==> src/rtl/core/pst_pkg.sv <==
// ----------------------------------------------------------------------------
// pst_pkg
// Shared types and codes of the periodic task scheduler: opcodes, status
// codes, field widths and the request and response words between modules.
// ----------------------------------------------------------------------------
package pst_pkg;

	localparam int TimeW = 32;
	localparam int ValW  = 16;

	localparam logic [1:0] OP_TICK   = 2'd0;
	localparam logic [1:0] OP_ADD    = 2'd1;
	localparam logic [1:0] OP_RETIRE = 2'd2;
	localparam logic [1:0] OP_CLEAR  = 2'd3;

	localparam logic [2:0] ST_OK     = 3'd0;
	localparam logic [2:0] ST_IDLE   = 3'd1;
	localparam logic [2:0] ST_MISS   = 3'd2;
	localparam logic [2:0] ST_FULL   = 3'd3;
	localparam logic [2:0] ST_BADPAR = 3'd4;
	localparam logic [2:0] ST_HALTED = 3'd5;
	localparam logic [2:0] ST_BADIDX = 3'd6;

	typedef struct packed {
		logic             start;
		logic [TimeW-1:0] dividend;
		logic [ValW-1:0]  divisor;
	} div_req_t;

	typedef struct packed {
		logic            done;
		logic [ValW-1:0] rem;
	} div_rsp_t;

	typedef struct packed {
		logic            per_we;
		logic            bud_we;
		logic            rem_we;
		logic [ValW-1:0] per;
		logic [ValW-1:0] bud;
		logic [ValW-1:0] rem;
	} tbl_wr_t;

	typedef struct packed {
		logic [ValW-1:0] per;
		logic [ValW-1:0] bud;
		logic [ValW-1:0] rem;
	} tbl_rd_t;

endpackage

==> src/rtl/core/pst_divider.sv <==
// ----------------------------------------------------------------------------
// pst_divider
// Iterative remainder unit: timer modulo period, two quotient bits per cycle
// by restoring subtraction.
// ----------------------------------------------------------------------------
module pst_divider (
	input  logic               clk,
	input  logic               arst_n,
	input  pst_pkg::div_req_t  req,
	output pst_pkg::div_rsp_t  rsp
);
	import pst_pkg::*;

	localparam int Steps = TimeW / 2;
	localparam int CntW  = $clog2(Steps);

	logic             busy_q;
	logic             done_q;
	logic [CntW-1:0]  cnt_q;
	logic [TimeW-1:0] num_q;
	logic [ValW-1:0]  div_q;
	logic [ValW-1:0]  rem_q;

	logic [ValW:0] t1, r1, t2, r2;

	always_comb begin
		t1 = {rem_q, num_q[TimeW-1]};
		r1 = (t1 >= {1'b0, div_q}) ? t1 - {1'b0, div_q} : t1;
		t2 = {r1[ValW-1:0], num_q[TimeW-2]};
		r2 = (t2 >= {1'b0, div_q}) ? t2 - {1'b0, div_q} : t2;
	end

	always_ff @(posedge clk or negedge arst_n) begin
		if (!arst_n) begin
			busy_q <= 1'b0;
			done_q <= 1'b0;
			cnt_q  <= '0;
		end else begin
			done_q <= !req.start && busy_q && (cnt_q == CntW'(Steps - 1));
			if (req.start) begin
				busy_q <= 1'b1;
				cnt_q  <= '0;
			end else if (busy_q) begin
				cnt_q <= cnt_q + 1'b1;
				if (cnt_q == CntW'(Steps - 1)) begin
					busy_q <= 1'b0;
				end
			end
		end
	end

	always_ff @(posedge clk) begin
		if (req.start) begin
			num_q <= req.dividend;
			div_q <= req.divisor;
			rem_q <= '0;
		end else if (busy_q) begin
			num_q <= num_q << 2;
			rem_q <= r2[ValW-1:0];
		end
	end

	assign rsp.done = done_q;
	assign rsp.rem  = rem_q;

	a_rem_below_divisor: assert property (@(posedge clk) disable iff (!arst_n)
		done_q |-> (rem_q < div_q))
		else $error("remainder not below divisor");

	a_no_start_when_busy: assert property (@(posedge clk) disable iff (!arst_n)
		req.start |-> !busy_q)
		else $error("divider started while busy");

	a_done_after_busy: assert property (@(posedge clk) disable iff (!arst_n)
		done_q |-> $past(busy_q))
		else $error("divider done without a running request");

endmodule

==> src/rtl/core/pst_task_table.sv <==
// ----------------------------------------------------------------------------
// pst_task_table
// Task storage: period, budget and remaining work memories with one write
// and one registered read port. Remaining work carries a valid bit per entry
// so that reset and clear empty it at once.
// ----------------------------------------------------------------------------
module pst_task_table #(
	parameter int MAX_TASKS = 8,
	localparam int IdxW = (MAX_TASKS > 1) ? $clog2(MAX_TASKS) : 1
) (
	input  logic              clk,
	input  logic              arst_n,
	input  logic              clear_all,
	input  pst_pkg::tbl_wr_t  wr,
	input  logic [IdxW-1:0]   wr_idx,
	input  logic [IdxW-1:0]   rd_idx,
	output pst_pkg::tbl_rd_t  rd
);
	import pst_pkg::*;

	logic [ValW-1:0] per_mem [MAX_TASKS];
	logic [ValW-1:0] bud_mem [MAX_TASKS];
	logic [ValW-1:0] rem_mem [MAX_TASKS];

	logic [MAX_TASKS-1:0] rem_vld_q;
	logic [ValW-1:0]      rd_per_q;
	logic [ValW-1:0]      rd_bud_q;
	logic [ValW-1:0]      rd_rem_q;
	logic                 rd_vld_q;

	always_ff @(posedge clk) begin
		if (wr.per_we) per_mem[wr_idx] <= wr.per;
		if (wr.bud_we) bud_mem[wr_idx] <= wr.bud;
		if (wr.rem_we) rem_mem[wr_idx] <= wr.rem;
		rd_per_q <= per_mem[rd_idx];
		rd_bud_q <= bud_mem[rd_idx];
		rd_rem_q <= rem_mem[rd_idx];
		rd_vld_q <= rem_vld_q[rd_idx];
	end

	always_ff @(posedge clk or negedge arst_n) begin
		if (!arst_n) begin
			rem_vld_q <= '0;
		end else if (clear_all) begin
			rem_vld_q <= '0;
		end else if (wr.rem_we) begin
			rem_vld_q[wr_idx] <= 1'b1;
		end
	end

	// An entry never written since reset or clear holds no work.
	assign rd.per = rd_per_q;
	assign rd.bud = rd_bud_q;
	assign rd.rem = rd_vld_q ? rd_rem_q : '0;

endmodule

==> src/rtl/core/periodic_task_scheduler_rm_edf_unit.sv <==
// ----------------------------------------------------------------------------
// periodic_task_scheduler_rm_edf_unit
// Periodic task scheduler with rate monotonic or earliest deadline first pick.
// ----------------------------------------------------------------------------
// Input words (opcode, task_period, task_budget, task_index) enter on
// in_valid while in_stall is low; each word gives exactly one result word on
// out_valid (status, chosen_task, done_count, all_done, tick_time), held until
// out_stall is low. The policy register is written on cfg_valid with
// cfg_ready, which is always high; write it only while the block is idle.
// Add, retire and clear words go from accept through S_FINISH to the output
// register. A tick walks the live tasks in order with one shared remainder
// unit: a table read, a divider run and a compare per live task, while a
// retired task is only skipped. One word is worked on at a time; in_stall
// stays high until its result sits in the output register, and the next
// word may then be taken while that result still waits on out_stall. Reset
// empties the task table, zeroes the timer and counters, releases the
// deadline-miss latch and selects rate monotonic order.
// ----------------------------------------------------------------------------
module periodic_task_scheduler_rm_edf_unit #(
	parameter int MAX_TASKS = 8
) (
	input  logic                       clk,
	input  logic                       arst_n,
	input  logic                       in_valid,
	output logic                       in_stall,
	input  logic [1:0]                 opcode,
	input  logic [pst_pkg::ValW-1:0]   task_period,
	input  logic [pst_pkg::ValW-1:0]   task_budget,
	input  logic [2:0]                 task_index,
	output logic                       out_valid,
	input  logic                       out_stall,
	output logic [2:0]                 status,
	output logic [2:0]                 chosen_task,
	output logic [3:0]                 done_count,
	output logic                       all_done,
	output logic [pst_pkg::TimeW-1:0]  tick_time,
	input  logic                       cfg_valid,
	output logic                       cfg_ready,
	input  logic                       cfg_data
);
	import pst_pkg::*;

	localparam int IdxW = (MAX_TASKS > 1) ? $clog2(MAX_TASKS) : 1;
	localparam int CntW = $clog2(MAX_TASKS + 1);
	localparam int CmpW = (CntW > 3) ? CntW : 3;

	typedef enum logic [2:0] {S_IDLE, S_SCAN, S_READ, S_DIV, S_FINISH} state_t;

	state_t               state_q;
	logic                 policy_q;
	logic [TimeW-1:0]     timer_q;
	logic [CntW-1:0]      task_cnt_q;
	logic [CntW-1:0]      ret_cnt_q;
	logic [MAX_TASKS-1:0] retired_q;
	logic                 miss_q;
	logic [CntW-1:0]      scan_q;
	logic                 found_q;
	logic [ValW-1:0]      best_key_q;
	logic [IdxW-1:0]      best_idx_q;
	logic [ValW-1:0]      best_work_q;
	logic [2:0]           res_status_q;
	logic [IdxW-1:0]      res_chosen_q;
	logic [TimeW-1:0]     res_time_q;
	logic                 out_valid_q;
	logic [2:0]           status_q;
	logic [2:0]           chosen_q;
	logic [3:0]           done_cnt_q;
	logic                 all_done_q;
	logic [TimeW-1:0]     tick_time_q;

	logic            accept;
	logic [IdxW-1:0] scan_idx;
	logic [IdxW-1:0] add_idx;
	logic [IdxW-1:0] ret_idx;
	logic            ret_ok;
	logic            tbl_full;
	logic            add_bad;
	logic            scan_end;
	logic [ValW-1:0] phase;
	logic            due;
	logic [ValW-1:0] work;
	logic [ValW-1:0] key;
	logic            better;

	tbl_wr_t         tbl_wr;
	logic [IdxW-1:0] tbl_wr_idx;
	tbl_rd_t         tbl_rd;
	logic            clear_all;
	div_req_t        div_req;
	div_rsp_t        div_rsp;

	assign accept    = in_valid && (state_q == S_IDLE);
	assign in_stall  = (state_q != S_IDLE);
	assign cfg_ready = 1'b1;

	assign scan_idx = scan_q[IdxW-1:0];
	assign add_idx  = task_cnt_q[IdxW-1:0];
	assign ret_idx  = IdxW'(task_index);
	assign ret_ok   = CmpW'(task_index) < CmpW'(task_cnt_q);
	assign tbl_full = (task_cnt_q == CntW'(MAX_TASKS));
	assign add_bad  = (task_budget == '0) || (task_period < task_budget);
	assign scan_end = (scan_q >= task_cnt_q);

	// A task is due when its period divides the timer; it is then refilled if no work is left.
	assign phase  = div_rsp.rem;
	assign due    = (phase == '0);
	assign work   = due ? tbl_rd.bud : tbl_rd.rem;
	assign key    = policy_q ? (tbl_rd.per - phase) : tbl_rd.per;
	assign better = !found_q || (key < best_key_q);

	assign clear_all = accept && (opcode == OP_CLEAR);

	always_comb begin
		tbl_wr     = '0;
		tbl_wr_idx = add_idx;
		if (accept && (opcode == OP_ADD) && !tbl_full && !add_bad) begin
			tbl_wr.per_we = 1'b1;
			tbl_wr.bud_we = 1'b1;
			tbl_wr.rem_we = 1'b1;
			tbl_wr.per    = task_period;
			tbl_wr.bud    = task_budget;
		end else if ((state_q == S_DIV) && div_rsp.done && due && (tbl_rd.rem == '0)) begin
			tbl_wr.rem_we = 1'b1;
			tbl_wr.rem    = tbl_rd.bud;
			tbl_wr_idx    = scan_idx;
		end else if ((state_q == S_SCAN) && scan_end && found_q) begin
			tbl_wr.rem_we = 1'b1;
			tbl_wr.rem    = best_work_q - 1'b1;
			tbl_wr_idx    = best_idx_q;
		end
	end

	assign div_req.start    = (state_q == S_READ) && (tbl_rd.per != '0);
	assign div_req.dividend = timer_q;
	assign div_req.divisor  = tbl_rd.per;

	pst_task_table #(
		.MAX_TASKS(MAX_TASKS)
	) u_table (
		.clk      (clk),
		.arst_n   (arst_n),
		.clear_all(clear_all),
		.wr       (tbl_wr),
		.wr_idx   (tbl_wr_idx),
		.rd_idx   (scan_idx),
		.rd       (tbl_rd)
	);

	pst_divider u_divider (
		.clk   (clk),
		.arst_n(arst_n),
		.req   (div_req),
		.rsp   (div_rsp)
	);

	always_ff @(posedge clk or negedge arst_n) begin
		if (!arst_n) begin
			policy_q <= 1'b0;
		end else if (cfg_valid && cfg_ready) begin
			policy_q <= cfg_data;
		end
	end

	always_ff @(posedge clk or negedge arst_n) begin
		if (!arst_n) begin
			state_q      <= S_IDLE;
			timer_q      <= '0;
			task_cnt_q   <= '0;
			ret_cnt_q    <= '0;
			retired_q    <= '0;
			miss_q       <= 1'b0;
			scan_q       <= '0;
			found_q      <= 1'b0;
			best_key_q   <= '0;
			best_idx_q   <= '0;
			best_work_q  <= '0;
			res_status_q <= ST_OK;
			res_chosen_q <= '0;
			res_time_q   <= '0;
			out_valid_q  <= 1'b0;
			status_q     <= ST_OK;
			chosen_q     <= '0;
			done_cnt_q   <= '0;
			all_done_q   <= 1'b0;
			tick_time_q  <= '0;
		end else begin
			if (out_valid_q && !out_stall && (state_q != S_FINISH)) out_valid_q <= 1'b0;
			unique case (state_q)
				S_IDLE: begin
					if (accept) begin
						res_time_q <= timer_q;
						unique case (opcode)
							OP_TICK: begin
								res_chosen_q <= '0;
								if (miss_q) begin
									res_status_q <= ST_HALTED;
									state_q      <= S_FINISH;
								end else begin
									res_status_q <= ST_OK;
									scan_q       <= '0;
									found_q      <= 1'b0;
									state_q      <= S_SCAN;
								end
							end
							OP_ADD: begin
								state_q <= S_FINISH;
								if (tbl_full) begin
									res_status_q <= ST_FULL;
									res_chosen_q <= '0;
								end else if (add_bad) begin
									res_status_q <= ST_BADPAR;
									res_chosen_q <= '0;
								end else begin
									res_status_q       <= ST_OK;
									res_chosen_q       <= add_idx;
									retired_q[add_idx] <= 1'b0;
									task_cnt_q         <= task_cnt_q + 1'b1;
								end
							end
							OP_RETIRE: begin
								state_q <= S_FINISH;
								if (!ret_ok) begin
									res_status_q <= ST_BADIDX;
									res_chosen_q <= '0;
								end else begin
									res_status_q <= ST_OK;
									res_chosen_q <= ret_idx;
									if (!retired_q[ret_idx]) begin
										retired_q[ret_idx] <= 1'b1;
										ret_cnt_q          <= ret_cnt_q + 1'b1;
									end
								end
							end
							OP_CLEAR: begin
								res_status_q <= ST_OK;
								res_chosen_q <= '0;
								state_q      <= S_FINISH;
								task_cnt_q   <= '0;
								ret_cnt_q    <= '0;
								retired_q    <= '0;
								timer_q      <= '0;
								miss_q       <= 1'b0;
							end
						endcase
					end
				end
				S_SCAN: begin
					if (scan_end) begin
						timer_q <= timer_q + 1'b1;
						if (found_q) begin
							res_chosen_q <= best_idx_q;
						end else begin
							res_status_q <= ST_IDLE;
						end
						state_q <= S_FINISH;
					end else if (retired_q[scan_idx]) begin
						scan_q <= scan_q + 1'b1;
					end else begin
						state_q <= S_READ;
					end
				end
				S_READ: begin
					if (tbl_rd.per == '0) begin
						scan_q  <= scan_q + 1'b1;
						state_q <= S_SCAN;
					end else begin
						state_q <= S_DIV;
					end
				end
				S_DIV: begin
					if (div_rsp.done) begin
						if (due && (tbl_rd.rem != '0)) begin
							// Work left from the last period: latch the miss and stop.
							miss_q       <= 1'b1;
							res_status_q <= ST_MISS;
							res_chosen_q <= scan_idx;
							state_q      <= S_FINISH;
						end else begin
							if ((work != '0) && better) begin
								found_q     <= 1'b1;
								best_key_q  <= key;
								best_idx_q  <= scan_idx;
								best_work_q <= work;
							end
							scan_q  <= scan_q + 1'b1;
							state_q <= S_SCAN;
						end
					end
				end
				S_FINISH: begin
					if (!out_valid_q || !out_stall) begin
						out_valid_q <= 1'b1;
						status_q    <= res_status_q;
						chosen_q    <= 3'(res_chosen_q);
						done_cnt_q  <= 4'(ret_cnt_q);
						all_done_q  <= (task_cnt_q != '0) && (ret_cnt_q == task_cnt_q);
						tick_time_q <= res_time_q;
						state_q     <= S_IDLE;
					end
				end
				default: state_q <= S_IDLE;
			endcase
		end
	end

	assign out_valid   = out_valid_q;
	assign status      = status_q;
	assign chosen_task = chosen_q;
	assign done_count  = done_cnt_q;
	assign all_done    = all_done_q;
	assign tick_time   = tick_time_q;

	a_miss_reported: assert property (@(posedge clk) disable iff (!arst_n)
		$rose(miss_q) |-> ((state_q == S_FINISH) && (res_status_q == ST_MISS)))
		else $error("deadline miss latched without a miss result");

	a_retired_bounded: assert property (@(posedge clk) disable iff (!arst_n)
		ret_cnt_q <= task_cnt_q)
		else $error("more retired tasks than loaded tasks");

	a_count_bounded: assert property (@(posedge clk) disable iff (!arst_n)
		task_cnt_q <= CntW'(MAX_TASKS))
		else $error("task count beyond table size");

endmodule

==> config.mk <==
export PLATFORM = sky130hd
export DESIGN_NAME = periodic_task_scheduler_rm_edf_unit
export DESIGN_NICKNAME = d
export VERILOG_FILES = /design/src/rtl/core/pst_pkg.sv /design/src/rtl/core/pst_divider.sv /design/src/rtl/core/pst_task_table.sv /design/src/rtl/core/periodic_task_scheduler_rm_edf_unit.sv
export SDC_FILE = /design/constraint.sdc
export NUM_CORES = 1
export LEC_CHECK = 0
export BUFFER_PORTS_ARGS = -buffer_cell sky130_fd_sc_hd__clkbuf_2
export CORE_UTILIZATION = 45
export CTS_CLUSTER_SIZE = 40
export DETAILED_ROUTE_END_ITERATION = 10
export GPL_ROUTABILITY_DRIVEN = 0
export PLACE_DENSITY = 0.63
export SETUP_SLACK_MARGIN = 0.4
export SYNTH_ARGS = -nofsm -noshare
export SYNTH_HDL_FRONTEND = slang
export SYNTH_SLANG_ARGS = --single-unit
==> constraint.sdc <==
create_clock -name clk -period 8.3 [get_ports clk]
set_clock_uncertainty 0.15 [all_clocks]
set_input_delay 2.075 -clock clk [delete_from_list [all_inputs] [get_ports clk]]
set_output_delay 2.075 -clock clk [all_outputs]
set_load 0.005 [all_outputs]
Word-level counts from Yosys, hierarchy flattened
Memories as Yosys holds them, arrays and structs flattened. A register that Yosys moved wholly into a read port is not among the register bits.
Index checks and enable logic that the tools add are counted.

word-level totals
  output and inout bits = 46
  bits of input ports = 43
  memories kept = 3
  word-level logic and storage cells = 268
  bits in writable memories = 384
  register bits after elaboration = 254

memory list
  name             words  bits a word  rd ports  clocked after memory_dff  write ports  RTL line              RTL
  u_table.bud_mem  8      16           1         1                         1            pst_task_table.sv:22  logic [ValW-1:0] bud_mem [MAX_TASKS];
  u_table.per_mem  8      16           1         1                         1            pst_task_table.sv:21  logic [ValW-1:0] per_mem [MAX_TASKS];
  u_table.rem_mem  8      16           1         1                         1            pst_task_table.sv:23  logic [ValW-1:0] rem_mem [MAX_TASKS];

cells by class
  add/sub/neg operators = 9
  reductions and logical operators = 65
  order comparisons = 13
  multiplexer cells = 113
  bitwise operators = 5
  eq/ne operators = 31

operator list
  cell                     number
  $mux W32                 6
  $mux W16                 8
  $mux W3                  27
  $logic_not A16 Y1        4
  $pmux W32 S2             1
  $mux W4                  14
  $mux W8                  6
  $reduce_bool A16 Y1      3
  $sub A16 B16 Y16         3
  $ge A17 B16 Y1           2
  $add A32 B1 Y32 const B  1
  $lt A16 B16 Y1           2
  $mux W1                  31
  $pmux W3 S3              3
  $ne A2 B2 Y1 const B     12
  $pmux W8 S3              1
  $logic_and A1 B1 Y1      21
  $add A4 B1 Y4 const B    4
  $lt A3 B4 Y1 const B     4
  $or A8 B8 Y8             2
  $pmux W4 S2              2
  $pmux W4 S4              1
  $sub A16 B1 Y16 const B  1
  $pmux W3 S5              1
  other kinds (36)         76

Longest topological paths before layout
Gate-level depths: netlist of run 1.

  depth in word-level cells = 13
  depth in mapped cells = 22
  mapped depth without buffers = 21

Cells and area by module
Synthesis of run 1 repeated with hierarchy kept, for this count alone.

unflattened totals
  cell total of the unflattened synthesis = 2214
  area, all modules = 31305.0 um2

by module, submodules not included
  module                               instances  area an instance (um2)  cells each
  pst_task_table                       1          16039.1                 692
  periodic_task_scheduler_rm_edf_unit  1          10776.6                 1108
  pst_divider                          1          4489.3                  414

Least setup slack after synthesis of run 1
Ideal clock, no wire load.

  path kind = input to register
  start point = in task_budget[7] (netlist name)
  end point = mem u_table.bud_mem[1][0], enable pin
  setup time = 0.421 ns
  buffers on the path = 2
  stages on the path = 11
  data required time = 7.729 ns
  slack = 2.524 ns
  arrival time = 5.205 ns
  path through = inv_1 > ha_1 > and4_1 > o21ai_0 > o211a_1 > or3_1 > clkbuf_1 > nand2_1 > clkbuf_1 > nand2_1 > nor2_1

on the way
  longest elaborated chain between the ends = 7

ends and longest elaborated chain
  item                                                        RTL line                                    RTL
  start: declaration                                          periodic_task_scheduler_rm_edf_unit.sv:28   input logic [pst_pkg::ValW-1:0] task_budget,
  $lt A16 B16 Y1 / $logic_not A16 Y1 (equally long branches)  periodic_task_scheduler_rm_edf_unit.sv:101  assign add_bad = (task_budget == '0) || (task_period < task_budget);
  $logic_or A1 B1 Y1 *                                        periodic_task_scheduler_rm_edf_unit.sv:101
  $logic_not A1 Y1 *                                          periodic_task_scheduler_rm_edf_unit.sv:116  if (accept && (opcode == OP_ADD) && !tbl_full && !add_bad) begin
  $logic_and A1 B1 Y1 *                                       periodic_task_scheduler_rm_edf_unit.sv:116
  $mux W2                                                     periodic_task_scheduler_rm_edf_unit.sv:116
  $mux W1                                                     pst_task_table.sv:33                        if (wr.bud_we) bud_mem[wr_idx] <= wr.bud;
  $mux W1 (implied by the code)                               pst_task_table.sv:33
  end: declaration                                            pst_task_table.sv:22

Mark *: on every way between the ends. The rest lies on a longest branch, timed or not.

Worst setup path in the final report of run 1
  start point = reg u_divider.div_q[1]
  end point = reg u_divider.rem_q[13]

on the way
  longest elaborated chain between the ends = 4

ends and longest elaborated chain
  item                                                       RTL line           RTL
  start: declaration                                         pst_divider.sv:21  logic [ValW-1:0] div_q;
  start signal: assignment                                   pst_divider.sv:55  div_q <= req.divisor;
  $sub A16 B16 Y16 / $ge A17 B16 Y1 (equally long branches)  pst_divider.sv:28  r1 = (t1 >= {1'b0, div_q}) ? t1 - {1'b0, div_q} : t1;
  $mux W16                                                   pst_divider.sv:28
  $sub A16 B16 Y16 / $ge A17 B16 Y1 (equally long branches)  pst_divider.sv:30  r2 = (t2 >= {1'b0, div_q}) ? t2 - {1'b0, div_q} : t2;
  $mux W16 *                                                 pst_divider.sv:30
  end signal: assignment                                     pst_divider.sv:59  rem_q <= r2[ValW-1:0];
  end: declaration                                           pst_divider.sv:22  logic [ValW-1:0] rem_q;

Marked as above.
A chain may end at the register's enable or synchronous reset.

==> run metrics, run 1 <==
EDFF count, synth 432; final worst path period need 5.90 ns; Slew headroom 15.1%; Initial DRT Pass Iterations 6; post-CTS setup buffers 0; Core Rows 95; CP Cell Sequence inv_1 -> ha_1 -> nor2b_1 -> o31ai_1 -> a21oi_1 -> a31o_2 -> o21ai_2 -> mux2_2 -> ha_1 -> a21oi_1 -> nand2_1 -> or3_1 -> a21o_1 -> nand2_1 -> a21oi_1 -> nand3b_1 -> o311a_1; clock-pin slew on the worst setup and hold paths 0.06 ns; largest net degree at the start of global routing 105; Routed WL 66700 µm; die height 263 µm; ANT cells 0; worst-margin pin slew 1.27 ns; R2R depth 17; critical path's top delay family compound AO/OA/AOI/OAI gates; via-per-instance ratio 5.63; fin area 0.0347 mm²; Hold/Removal Path Class flip-flop to flip-flop; CTS Hold Buffers Added 0; R2R Setup Slk 2.40 ns; FFs w/ async S/R, synth 27.6%; #FFs+latches synth 686; Internal 8.16 mW; commonest non-fill, non-tap cell in the layout edfxtp_1; Post-route DRC 0; Gate power share 36.0%; setup violators final 0; IO Pins 89; worst skew pair latency 0.61 ns; layout cells sized above 1 21.1%; I/O Buffers 87; Max Slew Vio Count 0; crit end category flip-flop; RSZ-0062 raised after global routing no; most frequent cell on the critical path a21oi_1; GRT overflow 0; post_cts resized 0; setup_tns 0 ns; CTS Sinks 686; cell count after placement 3129; commonest non-fill, non-tap cells in the layout 432 x edfxtp_1, 222 x nand2_1, 186 x dfrtp_1; Reg power frac 36.3%; vias in the first global route 19200; outcome finished, final reports clean; Fmax 170 MHz; Final nets 2468; Final Non-Filler Cells 3265; switching power of the nets 4.05 mW; Worst EP arrival 6.23 ns; max_cap viols 0; slowest stage cell, crit path o21ai_2; sequential share of the synthesized area 61.8%; fin crit share 71.1%; worst setup path startpoint u_divider.div_q[1]$_DFFE_PP_; Max clock buf depth 3; clock power share 27.7%; antenna-violating nets left 0; average wire per standard cell 20.4 µm; total CTS buffers 74; Syn Area/Cell 13.7 µm²; Iter 0 DRT Violations 1394; Ys Warns 0; Starting Density 45.6%; Overall Global Routing Usage 19.5%; global-route wire length before repair 106000 µm; via count 18400; Worst VDD drop 0.000199 V; Util after Layout 51.5%; Cell variety after synth 85; Mapped Area 0.0308 mm²; worst r2r src u_divider.div_q[1]$_DFFE_PP_; CTS root buf clkbuf_16; Die ar. 0.0694 mm²; Area Growth Syn to Fin 12.9%; core area 0.0674 mm²; CP bufs+invs 1; WP data required 8.64 ns; H-tree levels 3; CTS tree yes; gate count of the mapped netlist 2245; Fillers 5645; Leakage 13.5 nW; hold_sp res_time_q[13]$_DFFE_PN0P_; initial antenna violation count 0; Hold EP res_time_q[13]$_DFFE_PN0P_; FF-to-FF End u_divider.rem_q[13]$_SDFFE_PP0P_; CP Max Fanout 25; final hold vios 0; hold depth 2; Cell Area, Placed 0.0322 mm²; synthesized net count 2381; startpoint types flip-flop; Switching Fraction 33.2%; critical setup path kind flip-flop to flip-flop; hpwl dp 44000 µm; ys flop type edfxtp_1; PD cells 352 mW/mm²; die width 263 µm; CP max stage delay 0.82 ns
## flip-flops by register name, indices dropped and copies added (netlist names), 16 cells and up
signal / count
best_key_q: 16
best_work_q: 16
res_time_q: 32
tick_time: 32
timer_q: 32
u_divider.div_q: 16
u_divider.num_q: 32
u_divider.rem_q: 16
u_table.bud_mem: 128
u_table.per_mem: 128
u_table.rd_bud_q: 16
u_table.rd_per_q: 16
u_table.rd_rem_q: 16
u_table.rem_mem: 128
## power by group through the flow
stage	clock network, mW	logic [mW]	registers (mW)
after CTS	3.46	4.40	4.44
after global routing	3.60	4.85	4.49
after floorplan	0	3.57	4.26
final	3.38	4.39	4.43
after detailed placement	0	4.37	4.50
after global placement	0	4.28	4.50
## kinds of logic (layout without fill, tap and decap cells)
| family | Yosys count | in the layout | share of synthesized area (%) |
|---|---|---|---|
| flops | 686 | 686 | 61.8 |
| simple gates | 598 | 598 | 9.28 |
| compound gates | 338 | 338 | 7.19 |
| xor+xnor | 80 | 80 | 2.28 |
| other cells | 1 | 1 | 0.0122 |
| fa+ha+maj | 93 | 93 | 3.86 |
| buf+inv | 188 | 335 | 2.36 |
| mux | 261 | 261 | 13.2 |
## synth_stat cells (29+ instances only)
cell type | number | share of area, %
nor3_1 | 40 | 0.65
dfrtp_1 | 189 | 15
mux4_2 | 102 | 7.5
nand3_1 | 36 | 0.59
nand2_1 | 222 | 2.7
o21ai_0 | 93 | 1.5
nor2_1 | 128 | 1.6
inv_1 | 88 | 1.1
xor2_1 | 33 | 0.94
dfxtp_1 | 65 | 4.2
a21o_1 | 29 | 0.71
edfxtp_1 | 432 | 42
mux2_2 | 145 | 5.3
clkbuf_1 | 77 | 0.94
ha_1 | 90 | 3.7
a21oi_1 | 82 | 1.3
xnor2_1 | 47 | 1.3
## routing by layer
metal	track usage (%)	wire length [µm]	up-vias
met5	0	0	-
met4	8.08	2190	0
met3	2.68	2640	144
met2	33.8	33700	426
met1	24.5	28200	9201
li1	-	-	8609
## how the worst max path moves through the flow
stage | end | cells after the start
floorplan | u_table.bud_mem[1][0]$_DFFE_PP_ | 11
global placement | u_table.bud_mem[0][8]$_DFFE_PP_ | 10
detailed placement | u_table.bud_mem[0][0]$_DFFE_PP_ | 10
CTS | u_divider.rem_q[13]$_SDFFE_PP0P_ | 17
global route | u_divider.rem_q[14]$_SDFFE_PP0P_ | 18
finish | u_divider.rem_q[13]$_SDFFE_PP0P_ | 17
## final cells by class
type | count | area [µm²] | share of cell area [%]
Timing Repair Buffer | 111 | 624 | 1.80
Clock buffer | 107 | 2140 | 6.17
Multi-Input combinational cell | 1371 | 11100 | 32.1
Clock inverter | 29 | 385 | 1.11
Sequential cell | 686 | 19000 | 54.8
Tap cell | 873 | 1090 | 3.15
Inverter | 88 | 330 | 0.952
## stage by stage
step	power, mW	setup slack, ns	hold slack, ns
2_1_floorplan	7.83	2.52	0.281
3_3_place_gp	8.78	2.02	0.307
3_5_place_dp	8.87	1.86	0.310
4_1_cts	12.3	2.43	0.322
5_1_grt	12.9	2.00	0.340
6_report	12.2	2.40	0.318
## worst register-to-register path: stages (launching register included)
cell	delay, ns
edfxtp_1	0.36
inv_1	0.18
ha_1	0.28
nor2b_1	0.16
o31ai_1	0.36
a21oi_1	0.18
a31o_2	0.30
o21ai_2	0.82
mux2_2	0.44
ha_1	0.35
a21oi_1	0.16
nand2_1	0.11
or3_1	0.37
a21o_1	0.17
nand2_1	0.09
a21oi_1	0.09
nand3b_1	0.67
o311a_1	0.55
(Power assumes the default switching activity.)
==> inputs of run 2 (changes only) <==
- PLACE_DENSITY: 0.63 -> 0.65
- clock period: 8.3 -> 5.4 ns (I/O delays scaled with it)
==> run 2 against run 1 <==
Against the previous run: sequential share of layout area is 0.48 points lower; clock power is 49% higher; routed wire length is 2.6% higher; clock-buffer cell count stayed put; total power is 54% higher; sequential power is 53% higher; cell count is 0.64% higher; fmax is 23% higher; critical path depth is 1 lower; cell area is 0.90% higher; worst hold slack better by 0.0011 ns; critical endpoint is now u_divider.rem_q[2]$_SDFFE_PP0P_; largest cell class unchanged; largest power group is now combinational logic; highest routed layer unchanged.
==> run metrics, run 2 (synthesis results as in run 1) <==
RSZ-0062 raised after global routing no; IO Pins 89; total CTS buffers 73; CTS tree yes; Leakage 13.7 nW; Max Slew Vio Count 0; Hold/Removal Path Class flip-flop to flip-flop; worst setup path startpoint u_divider.div_q[9]$_DFFE_PP_; CTS root buf clkbuf_16; Fmax 208 MHz; layout cells sized above 1 22.4%; CP bufs+invs 2; Routed WL 68400 µm; worst r2r src u_divider.div_q[9]$_DFFE_PP_; hpwl dp 43700 µm; Slew headroom 23.3%; PD cells 538 mW/mm²; final worst path period need 4.80 ns; critical path's top delay family simple AND/OR/NAND/NOR gates; Post-route DRC 0; CP Cell Sequence inv_1 -> ha_1 -> a21o_1 -> a21oi_1 -> o21ai_0 -> a31o_2 -> o21ai_4 -> buf_4 -> mux2_2 -> ha_1 -> nand3_1 -> or4_1 -> a21oi_1 -> and3b_2 -> or4_1 -> o311ai_1; clock-pin slew on the worst setup and hold paths 0.06 ns; Min Hold Slack 0.319 ns; Worst VDD drop 0.000417 V; via-per-instance ratio 5.66; setup violators final 0; initial antenna violation count 1; vias in the first global route 19400; crit end category flip-flop; die width 263 µm; largest net degree at the start of global routing 126; CTS Sinks 686; Top Registers u_table.bud_mem: 128 flops, u_table.per_mem: 128 flops, u_table.rem_mem: 128 flops; Die ar. 0.0694 mm²; CP max stage delay 0.54 ns; antenna-violating nets left 0; Max clock buf depth 3; Initial DRT Pass Iterations 5; CP Max Fanout 11; worst skew pair latency 0.60 ns; fin crit share 88.9%; critical setup path kind flip-flop to flip-flop; WP data required 5.73 ns; die height 263 µm; startpoint types flip-flop; outcome finished, final reports clean; GRT overflow 0; H-tree levels 3; commonest non-fill, non-tap cells in the layout 432 x edfxtp_1, 222 x nand2_1, 186 x dfrtp_1; via count 18600; Final nets 2495; commonest non-fill, non-tap cell in the layout edfxtp_1; hold_sp res_time_q[17]$_DFFE_PN0P_; global-route wire length before repair 109000 µm; worst-margin pin slew 1.15 ns; Core Rows 95; Area Growth Syn to Fin 13.9%; I/O Buffers 87; slowest stage cell, crit path or4_1; core area 0.0674 mm²; final hold vios 0; Iter 0 DRT Violations 1250; Starting Density 45.6%; average wire per standard cell 20.8 µm; CTS Hold Buffers Added 0; max_cap viols 0; setup_tns 0 ns; Worst EP arrival 5.13 ns; Overall Global Routing Usage 20.0%
==> run 2: changes by cell type in the layout (fill, tap and decap cells not counted), moves of 2 or more <==
cell,before,now
a2111oi_2,0,2
a211oi_1,17,15
a211oi_2,0,2
buf_12,0,10
buf_4,24,40
buf_6,0,2
bufinv_16,9,5
clkbuf_1,21,17
clkbuf_8,9,14
clkinv_2,10,5
dfxtp_1,65,63
dfxtp_2,0,2
==> run 2: area by class of cell <==
class / count / area (µm²)
fill: 5500 / 32400
sequential: 686 / 19000
multi-input combinational: 1371 / 11200
clock buffer: 107 / 2170
tap: 873 / 1090
timing repair buffer: 139 / 967
inverter: 88 / 330
clock inverter: 21 / 251
antenna: 1 / 2.50
==> run 2: worst reg2reg max path, cell delays in order, from the launching register on <==
cell and delay, ns:
edfxtp_1 0.37, inv_1 0.13, ha_1 0.31, a21o_1 0.23, a21oi_1 0.17, o21ai_0 0.10, a31o_2 0.26, o21ai_4 0.26
buf_4 0.23, mux2_2 0.36, ha_1 0.36, nand3_1 0.08, or4_1 0.54, a21oi_1 0.22, and3b_2 0.32, or4_1 0.49
o311ai_1 0.11
==> run 2: layer usage <==
layer  global-route usage (%)  part of all wire (%)  vias up
li1                         -                     -     8635
met1                     25.9                    43     9439
met2                     34.9                    51      409
met3                     2.78                   4.2      104
met4                     6.07                   2.0        0
met5                        0                     0        -
==> run 2: final timing paths <==
path                                                   endpoint  slack, ns  cells past startpoint
worst max-delay path            u_divider.rem_q[2]$_SDFFE_PP0P_       0.60                     16
worst min-delay path                 res_time_q[17]$_DFFE_PN0P_       0.32                      2
worst max register to register  u_divider.rem_q[2]$_SDFFE_PP0P_       0.60                     16
worst min register to register       res_time_q[17]$_DFFE_PN0P_       0.32                      2
max in group asynchronous               timer_q[21]$_DFFE_PN0P_       3.41                      2
min in group asynchronous                  policy_q$_DFFE_PN0P_       0.73                      1
==> run 2: what timing repair did <==
action	4_1_cts	5_1_grt
gates resized for setup	2	17
endpoints found under the setup margin	15	48
buffers inserted	2	4
pin swaps	1	4
==> run 2: power breakdown <==
part           switching (mW)  internal (mW)  leakage, nW
clock                    2.00           3.02         1.18
sequential              0.603           6.19         7.20
combinational            3.73           3.30         5.30
total                    6.33           12.5         13.7
==> run 2: metrics by stage <==
stage / std cells / utilization (%) / worst slack, ns / total power [mW] / cell area [µm²]
floorplan: 2245 / - / 0.349 / 12.0 / 30800
global placement: 3151 / 48.2 / 0.431 / 13.6 / 32500
detailed placement: 3151 / 48.2 / 0.314 / 13.7 / 32500
CTS: 3281 / 51.8 / 0.451 / 18.8 / 34900
global route: 3286 / 52.0 / 0.393 / 20.0 / 35000
finish: 3286 / 52.0 / 0.599 / 18.8 / 35000
